**config.mk**
```make
export PLATFORM = sky130hd
export DESIGN_NAME = segment_reorder_buffer
export DESIGN_NICKNAME = d
export VERILOG_FILES = /design/src/rtl/srb_pkg.sv /design/src/rtl/srb_store.sv /design/src/rtl/segment_reorder_buffer.sv
export SDC_FILE = /design/constraint.sdc
export NUM_CORES = 2
export LEC_CHECK = 0
export BUFFER_PORTS_ARGS = -buffer_cell sky130_fd_sc_hd__buf_4
export CAP_MARGIN = 0
export CORE_ASPECT_RATIO = 0.75
export CORE_MARGIN = 3
export CORE_UTILIZATION = 55
export CTS_CLUSTER_DIAMETER = 50
export DETAILED_ROUTE_END_ITERATION = 10
export HOLD_SLACK_MARGIN = 0.05
export PLACE_DENSITY = 0.74
export SLEW_MARGIN = 20
export SYNTH_ARGS = -nofsm -noshare
export SYNTH_HDL_FRONTEND = slang
export SYNTH_SLANG_ARGS = --single-unit
```
**constraint.sdc**
```tcl
create_clock -name clk -period 7.4 [get_ports clk]
set_input_delay 0.37 -clock clk [delete_from_list [all_inputs] [get_ports clk]]
set_output_delay 0.37 -clock clk [all_outputs]
set_load 0.005 [all_outputs]
```
**src/rtl/srb_pkg.sv**
```systemverilog
// shared types and constants of the segment reorder buffer
package srb_pkg;

	localparam int unsigned DEF_ENTRIES = 16;
	localparam int unsigned SEQ_W = 32;
	localparam int unsigned LEN_W = 10;
	localparam int unsigned TAG_W = 8;
	localparam int unsigned OFS_W = 14;
	localparam logic [SEQ_W-1:0] ACK_RESET = 32'd1;

	typedef struct packed {
		logic [SEQ_W-1:0] seq;
		logic [LEN_W-1:0] len;
		logic [TAG_W-1:0] tag;
	} entry_t;

	typedef struct packed {
		logic ins;
		logic shl;
	} store_cmd_t;

endpackage

```
**src/rtl/srb_store.sv**
```systemverilog
// sorted entry store: shift-insert, shift-down by one, one read port
module srb_store #(
	parameter int unsigned ENTRIES = srb_pkg::DEF_ENTRIES,
	localparam int unsigned IW = (ENTRIES > 1) ? $clog2(ENTRIES) : 1
) (
	input  logic               clk,
	input  srb_pkg::store_cmd_t cmd,
	input  logic [IW-1:0]      pos,
	input  srb_pkg::entry_t    wr_data,
	input  logic [IW-1:0]      rd_idx,
	output srb_pkg::entry_t    rd_data
);

	srb_pkg::entry_t mem_q [ENTRIES];

	assign rd_data = mem_q[rd_idx];

	always_ff @(posedge clk) begin
		for (int j = 0; j < ENTRIES; j++) begin
			if (cmd.ins) begin
				if (IW'(j) == pos) begin
					mem_q[j] <= wr_data;
				end else if (j > 0 && IW'(j) > pos) begin
					mem_q[j] <= mem_q[j-1];
				end
			end else if (cmd.shl && j + 1 < ENTRIES) begin
				mem_q[j] <= mem_q[j+1];
			end
		end
	end

endmodule

```
**src/rtl/segment_reorder_buffer.sv**
```systemverilog
// top level of the segment reorder buffer: sequencer, ack register, result register
// Each item (start high while busy low) is handled one at a time by a small
// sequencer around a single shift-sorted entry store with one read port. While
// busy is high it runs the position scan, the insert, the ack match scan, the
// run walk, one pass over the entries up to the run end to emit the run, one
// more to shift them out, then the ack. With no match it runs the position scan,
// the insert, the ack match scan and the ack. A corrupt item holds busy for one
// cycle. Each result is on the result ports for exactly one cycle, marked by
// out_valid; the receiver cannot stall them, and every item ends with an ack
// result (last high). The ack result shows in the cycle after busy falls, when
// the next item can already be taken. A configuration write is taken only while
// idle and loads the expected sequence number at once.
module segment_reorder_buffer #(
	parameter int unsigned BUFFER_ENTRIES = srb_pkg::DEF_ENTRIES
) (
	input  logic        clk,
	input  logic        arst_n,
	input  logic        start,
	output logic        busy,
	input  logic [31:0] seq_num,
	input  logic [9:0]  seg_len,
	input  logic [7:0]  payload_tag,
	input  logic        corrupt,
	input  logic        cfg_valid,
	output logic        cfg_ready,
	input  logic [31:0] cfg_data,
	output logic        out_valid,
	output logic        kind,
	output logic [7:0]  out_tag,
	output logic [9:0]  out_len,
	output logic [13:0] out_offset,
	output logic [31:0] ack_num,
	output logic        overflow,
	output logic        last
);

	localparam int unsigned IW = (BUFFER_ENTRIES > 1) ? $clog2(BUFFER_ENTRIES) : 1;
	localparam int unsigned CW = $clog2(BUFFER_ENTRIES + 1);
	localparam logic [CW-1:0] FULL = CW'(BUFFER_ENTRIES);

	// sequencer states
	localparam logic [2:0] ST_IDLE  = 3'd0;
	localparam logic [2:0] ST_POS   = 3'd1;
	localparam logic [2:0] ST_INS   = 3'd2;
	localparam logic [2:0] ST_FIND  = 3'd3;
	localparam logic [2:0] ST_WALK  = 3'd4;
	localparam logic [2:0] ST_EMIT  = 3'd5;
	localparam logic [2:0] ST_SHIFT = 3'd6;
	localparam logic [2:0] ST_ACK   = 3'd7;

	logic [2:0]      state_q;
	logic [CW-1:0]   fill_q;
	logic [CW-1:0]   ptr_q;
	logic [CW-1:0]   run_end_q;   // exclusive end of the contiguous run
	logic [31:0]     ack_q;
	logic [31:0]     exp_q;       // sequence expected next in the run
	logic [13:0]     ofs_q;
	logic            ovf_q;
	srb_pkg::entry_t item_q;

	// the run start is remembered so earlier entries are not emitted
	logic [CW-1:0]   run_start_q;
	logic            run_start_ok;

	srb_pkg::store_cmd_t cmd;
	srb_pkg::entry_t     rd;
	logic                in_range;

	srb_store #(.ENTRIES(BUFFER_ENTRIES)) u_store (
		.clk     (clk),
		.cmd     (cmd),
		.pos     (ptr_q[IW-1:0]),
		.wr_data (item_q),
		.rd_idx  (ptr_q[IW-1:0]),
		.rd_data (rd)
	);

	assign busy         = (state_q != ST_IDLE);
	// configuration lands only between items
	assign cfg_ready    = (state_q == ST_IDLE);
	assign in_range     = (ptr_q < fill_q);
	assign run_start_ok = (ptr_q >= run_start_q);

	always_comb begin
		cmd.ins = (state_q == ST_INS);
		cmd.shl = (state_q == ST_SHIFT);
	end

	always_ff @(posedge clk or negedge arst_n) begin
		if (!arst_n) begin
			state_q   <= ST_IDLE;
			fill_q    <= '0;
			ptr_q     <= '0;
			run_end_q <= '0;
			ack_q     <= srb_pkg::ACK_RESET;
			exp_q     <= '0;
			ovf_q     <= 1'b0;
			item_q    <= '0;
			out_valid <= 1'b0;
		end else begin
			// one strobe per delivered run entry, one for the closing ack
			out_valid <= (state_q == ST_ACK) || (state_q == ST_EMIT && run_start_ok);
			case (state_q)
				ST_IDLE: begin
					if (cfg_valid) begin
						ack_q <= cfg_data;
					end
					if (start) begin
						item_q <= '{seq: seq_num, len: seg_len, tag: payload_tag};
						ptr_q  <= '0;
						ovf_q  <= 1'b0;
						if (corrupt) begin
							state_q <= ST_ACK;
						end else begin
							// full buffer: the top entry falls off
							if (fill_q == FULL) begin
								fill_q <= FULL - CW'(1);
								ovf_q  <= 1'b1;
							end
							state_q <= ST_POS;
						end
					end
				end
				ST_POS: begin
					if (in_range && !(item_q.seq < rd.seq)) begin
						ptr_q <= ptr_q + CW'(1);
					end else begin
						state_q <= ST_INS;
					end
				end
				ST_INS: begin
					fill_q  <= fill_q + CW'(1);
					ptr_q   <= '0;
					state_q <= ST_FIND;
				end
				ST_FIND: begin
					if (!in_range) begin
						state_q <= ST_ACK;
					end else if (rd.seq == ack_q) begin
						exp_q   <= rd.seq + 32'(rd.len);
						ptr_q   <= ptr_q + CW'(1);
						state_q <= ST_WALK;
					end else begin
						ptr_q <= ptr_q + CW'(1);
					end
				end
				ST_WALK: begin
					if (in_range && rd.seq == exp_q) begin
						exp_q <= rd.seq + 32'(rd.len);
						ptr_q <= ptr_q + CW'(1);
					end else begin
						// run start plus total length equals exp_q
						ack_q     <= exp_q;
						run_end_q <= ptr_q;
						ptr_q     <= '0;
						state_q   <= ST_EMIT;
					end
				end
				ST_EMIT: begin
					// entries before the run are skipped, then the run goes out
					ptr_q <= ptr_q + CW'(1);
					if (ptr_q + CW'(1) == run_end_q) begin
						state_q <= ST_SHIFT;
					end
				end
				ST_SHIFT: begin
					fill_q <= fill_q - CW'(1);
					ptr_q  <= ptr_q - CW'(1);
					if (ptr_q == CW'(1)) begin
						state_q <= ST_ACK;
					end
				end
				ST_ACK: begin
					state_q <= ST_IDLE;
				end
				default: begin
					state_q <= ST_IDLE;
				end
			endcase
		end
	end

	always_ff @(posedge clk) begin
		if (state_q == ST_FIND && in_range && rd.seq == ack_q) begin
			run_start_q <= ptr_q;
		end
	end

	// result payload
	always_ff @(posedge clk) begin
		if (state_q == ST_EMIT) begin
			if (run_start_ok) begin
				ofs_q <= ofs_q + 14'(rd.len);
			end
			kind       <= 1'b0;
			out_tag    <= rd.tag;
			out_len    <= rd.len;
			out_offset <= ofs_q;
			last       <= 1'b0;
		end else begin
			ofs_q      <= '0;
			kind       <= 1'b1;
			out_tag    <= '0;
			out_len    <= '0;
			out_offset <= '0;
			last       <= 1'b1;
		end
		overflow <= ovf_q;
		ack_num  <= ack_q;
	end

	a_fill_bound: assert property (@(posedge clk) disable iff (!arst_n)
		fill_q <= FULL) else $error("fill count above depth");
	a_ack_last: assert property (@(posedge clk) disable iff (!arst_n)
		out_valid && kind |-> last) else $error("ack without last");
	a_ack_idle: assert property (@(posedge clk) disable iff (!arst_n)
		out_valid && last |-> !busy) else $error("ack while still busy");

endmodule

```
# Yosys cells after proc, flatten, opt, wreduce, memory -nomap -nowiden
# Memories as Yosys holds them, arrays and structs flattened.
# Index checks and enable logic that the tools add are counted.
# word_totals
register_bits	219
latchBits	0
mem_bits_rw	800
romBits	0
out_inout_bits	70
mem_count	1
# op_classes
add_sub_neg	6
mul	0
div_mod_pow	0
magnitude_cmp	18
n_eq_ne	40
shifts	0
muxes	169
bitwise_logic	31
n_reduce_logical	21
# memory_table
memory	depth	word_bits	rd	rd_ports_with_merged_regs	write_ports	line	rtl
u_store.mem_q	16	50	17	0	16	srb_store.sv:14	srb_pkg::entry_t mem_q [ENTRIES];
# op_table
op	count
two-way mux 50 bit	30
two-way mux 32 bit	5
case mux 32 bit (2 select lines)	2
two-way mux 1 bit	114
equality test 32 bit	2
two-way mux 5 bit	7
case mux 5 bit (7 select lines)	1
adder 32 x 10 -> 32 bit	1
equality test 4 bit, first input constant	8
greater-than comparator 4 bit, first input constant	8
less-than comparator 32 bit	1
OR 1 bit	30
two-way mux 3 bit	8
case mux 3 bit (8 select lines)	1
!= test 2 bit, second input constant	9
equality test 3 x 4 -> 1 bit, first input constant	4
greater-than comparator 3 x 4 -> 1 bit, first input constant	4
case mux 5 bit (3 select lines)	1
adder 14 x 10 -> 14 bit	1
equality test 3 bit, second input constant	4
AND reduction 4 bit	3
adder 5 x 1 -> 5 bit, second input constant	2
subtractor 5 x 1 -> 5 bit, second input constant	2
equality test 2 x 4 -> 1 bit, first input constant	2
24 further kinds	35

# Longest topological paths before layout
# logic_depth
word_depth	7
ltp_mapped	25
depth_no_buf	17

# By module
# Synthesis repeated with hierarchy kept, for this count alone.
# unflattened
cells_unflattened	5385
hier_area_um2	57242.4
# modules_own_cells
mod	n_inst	cells_each	area_each_um2
srb_store	1	4320	46320.7
segment_reorder_buffer	1	1065	10921.7

# Worst setup path after synthesis
# OpenSTA, ideal clock, no wires.
# synth_timing
path_type	register to register
startpoint	register state_q[0]
endpoint	memory u_store.mem_q[1][0] in the netlist's numbering (enable)
setup_ns	0.527
t_arrival_ns	7.380
slack_ns	-0.507
stages_incl_launch_ff	9
n_path_buf	3
period_less_slack_ns	7.907
path_cell_list	dfrtp_1 clkbuf_1 inv_1 nand2_1 nor2_1 nand2_1 clkbuf_1 clkbuf_1 o21ai_0
# synth_lines
item	line	rtl
start, declared	segment_reorder_buffer.sv:51	logic [2:0] state_q;
start signal, assigned	segment_reorder_buffer.sv:91	state_q <= ST_IDLE;
start signal, assigned	segment_reorder_buffer.sv:113	state_q <= ST_ACK;
start signal, assigned	segment_reorder_buffer.sv:120	state_q <= ST_POS;
end, declared	srb_store.sv:14	

# Worst setup path in the final report
# layout_timing
startpoint	register ptr_q[1]
endpoint	register exp_q[0]
# layout_between
elab_chain_len	5
# layout_rtl
item	line	rtl
start, declared	segment_reorder_buffer.sv:53	logic [CW-1:0] ptr_q;
start signal, assigned	segment_reorder_buffer.sv:126	ptr_q <= ptr_q + CW'(1);
start signal, assigned	segment_reorder_buffer.sv:141	ptr_q <= ptr_q + CW'(1);
start signal, assigned	segment_reorder_buffer.sv:144	ptr_q <= ptr_q + CW'(1);
memory (16 x 50 bit)	--	
adder 32 x 10 -> 32 bit / equality test 32 bit (equally long branches)	segment_reorder_buffer.sv:140, segment_reorder_buffer.sv:149, segment_reorder_buffer.sv:148	
two-way mux 32 bit / logical AND 1 bit (equally long branches)	segment_reorder_buffer.sv:139, segment_reorder_buffer.sv:148	
two-way mux 32 bit / != test 2 bit (equally long branches)	--	
case mux 32 bit (2 select lines) / AND reduction 4 bit (equally long branches)	--	
end signal, assigned	segment_reorder_buffer.sv:140	exp_q <= rd.seq + 32'(rd.len);
end signal, assigned	segment_reorder_buffer.sv:149	exp_q <= rd.seq + 32'(rd.len);
end, declared	segment_reorder_buffer.sv:56	logic [31:0] exp_q;
# Parallel ways exist; a longest one is shown, timed or not. The select of a mux whose other input is x is not followed.
# A chain may end at the register's enable or synchronous reset.

==> flow_metrics.py <==
metrics = {
    "floorplan": {
        "rows": 102,
        "io-pin-count": 157,
        "dieArea_sq_um": 110000,
        "die_h_um": 287,
        "core_sq_um": 104000,
        "initial_core_util": 0.558,
        "die_w_um": 381,
    },
    "clock_network": {
        "cts_made_buffers": 115,
        "clk_latency_ns": 0.75,
        "cts-htree-levels": 3,
        "cts_sinks": 1019,
        "cts_tree": "yes",
        "ctsLongestPathBuffers": 3,
        "root_buffer": "clkbuf_16",
        "clkTransAtPathRegs_ns": 0.07,
        "cts_resized": 0,
    },
    "cells_and_area": {
        "final_common_cell": "nand2_1",
        "area_growth_pct": 12.3,
        "instances_no_fill": 6891,
        "regArea_sq_um": 29100,
        "drive_above_1_share": 0.139,
        "final_cell_mix": "nand2_1, edfxtp_1, mux2i_1",
        "final_area_sq_um": 65200,
        "nets": 5540,
        "fill_cells": 7971,
        "multi_input_area_sq_um": 27000,
    },
    "sta": {
        "rsz0062_at_grt": "false",
        "skew_ns": 0.0335,
        "worst_slew_pin_slew_ns": 1.22,
        "fin_tns_setup_ns": 0,
        "worst_hold_slack_ns": 0.309,
        "finalHoldViolCount": 0,
        "maxSlewViolCount": 0,
        "setup_viol": 0,
        "slew_headroom": 0.188,
        "finalCritPeriodShare": 0.814,
        "fmax_mhz": 166,
        "fin_crit_ns": 6.02,
    },
    "power": {
        "switching_share": 0.457,
        "clkPwrFrac": 0.163,
        "power_density_nw_per_um2": 577,
        "p_comb_frac": 0.480,
        "leakagePower_nw": 26.1,
        "ir_drop_mv": 0.447,
        "switching_power_mw": 17.2,
        "p_seq_frac": 0.356,
        "fin_total_pwr_mw": 37.6,
        "internal-power_mw": 20.4,
    },
    "routing": {
        "ant_nets": 0,
        "drc": 0,
        "drtPass1Iterations": 11,
        "dr_total_vias": 46800,
        "wl_per_cell_um": 29.7,
        "routed_wl_mm": 205,
        "vias_per_cell": 6.79,
        "drt_iter0_drc": 8437,
    },
    "global_routing": {
        "grt_first_pass_wirelength_mm": 297,
        "grt_usage": 0.366,
        "grt_pass1_vias": 43200,
        "antenna_found_initial": 5,
        "overflow": 0,
        "grt_max_degree": 266,
    },
    "yosys": {
        "synth_warnings": 0,
        "ys_seq_area_frac": 0.502,
        "netlist_area_sq_um": 58100,
        "ys.flop_type": "edfxtp_1",
        "syn_area_per_cell_sq_um": 10.8,
        "async_flop_share": 0.132,
        "ys_ff_latch": 1019,
        "synthesis.nets": 5557,
        "syn_inst": 5400,
        "synth_edf_count": 805,
        "synth.distinct_cells": 90,
    },
    "min_path": {
        "hold_class": "input pin to asynchronous set/reset pin",
    },
    "placement": {
        "hpwl_mm": 125,
        "gp_congestion": 1.04,
        "placedCellCount": 6585,
        "postPlaceCellArea_sq_um": 60200,
        "io_buffers": 156,
    },
    "setup_path": {
        "crit_path_end_kind": "register",
        "worstPathArrival_ns": 6.65,
        "start_kind": "register",
        "critical_path_required_ns": 8.03,
        "worstSetupPathType": "register to register",
        "worstPathMaxFanout": 49,
    },
    "status": {
        "status": "finished clean",
    },
    "flow_run": {
        "maxCapViolations": 0,
    },
}
==> power by group through the flow <==
stage,clock [mW],combinational (mW),sequential [mW]
2_1_floorplan,0,12.0,11.7
3_3_place_gp,0,16.8,13.2
3_5_place_dp,0,17.2,13.2
4_1_cts,6.13,17.3,13.2
5_1_grt,6.36,19.0,13.6
6_report,6.14,18.1,13.4
==> kinds of logic (layout without fill, tap and decap cells) <==
kind of cell,count (synthesis),after routing,share of synthesized area
other,0,3,0
adder cells (fa/ha/maj),70,70,0.0155
AND/OR/NAND/NOR,1571,1571,0.110
multiplexers,1028,1028,0.214
flip-flops,1019,1019,0.502
buffers and inverters,551,635,0.0397
AO/OA/AOI/OAI,1068,1068,0.106
XOR/XNOR,93,93,0.0140
==> cell usage after synthesis, drive strengths merged (20+ instances only) <==
master,count,area [sq um]
and3,20,125
o21ai,693,3470
a21o,27,203
buf,105,626
clkbuf,379,1430
mux2i,781,7830
ha,67,838
edfxtp,805,24200
a22oi,60,455
inv,66,248
a31oi,63,394
mux4,147,3360
dfrtp,133,3330
nor2,144,543
xnor2,63,552
xor2,30,263
mux2,100,1200
dfxtp,80,1600
o221ai,24,210
and2,28,175
nor3,29,145
a21oi,67,335
o22ai,38,238
nand2,1238,4650
==> timing repair <==
action	4_1_cts	5_1_grt
buffers inserted	0	0
endpoints found under the hold margin	154	0
hold buffers	84	0
==> routing by layer <==
metal | part of all wire | global-route usage | vias to the layer above | routed length [um]
met5 | 0.000098 | 0 | - | 20
met4 | 0.037 | 0.129 | 4 | 7670
met3 | 0.17 | 0.139 | 562 | 34200
met2 | 0.41 | 0.507 | 3968 | 84000
met1 | 0.38 | 0.525 | 22600 | 78800
li1 | - | - | 19700 | -
==> path summary, 6_finish.rpt <==
check,from,to,slack [ns],cells past startpoint
worst max-delay path,ptr_q[1],exp_q[0],1.38,11
worst min register to register,ovf_q,overflow,0.40,0
max in group asynchronous,arst_n,item_q[33],5.64,3
min in group clk,cfg_valid,ack_q[0],0.31,5
worst max register to register,ptr_q[1],exp_q[0],1.38,11
worst min-delay path,arst_n,fill_q[3],0.31,2
==> sequential cells by signal, indices dropped and copies added (netlist names) <==
register	flops
out_tag	8
ack_q	32
ptr_q	5
fill_q	5
run_end_q	5
item_q	50
exp_q	32
run_start_q	5
ovf_q	1
out_offset	14
out_valid	1
ofs_q	14
u_store.mem_q	800
state_q	3
out_len	10
overflow	1
last	1
ack_num	32
==> metrics by stage <==
step                      worst slack (ns)   util
after global routing                  1.24  0.627
after CTS                             1.53  0.626
after floorplan                     -0.507      -
final                                 1.38  0.627
after global placement                1.64  0.579
after detailed placement              1.56  0.579
==> cell type report <==
type	count	area share
clock buffer	156	0.0518
antenna	3	0.000115
tap	1404	0.0269
multi-input combinational	3830	0.414
clock inverter	62	0.0105
inverter	67	0.00397
timing repair buffer	350	0.0460
sequential	1019	0.447
==> worst max-delay path, stage by stage (launching register included) <==
cell      delay (ns)
dfrtp_4         0.85
buf_12          0.41
mux4_2          0.54
mux2i_1         0.59
a21o_1          0.47
xnor2_1         0.20
a2111o_1        0.42
nor4_1          0.36
nand4_1         0.26
nor2b_2         0.36
nand2b_2        0.94
mux2_2          0.42
Power figures use the tool's default switching activity.
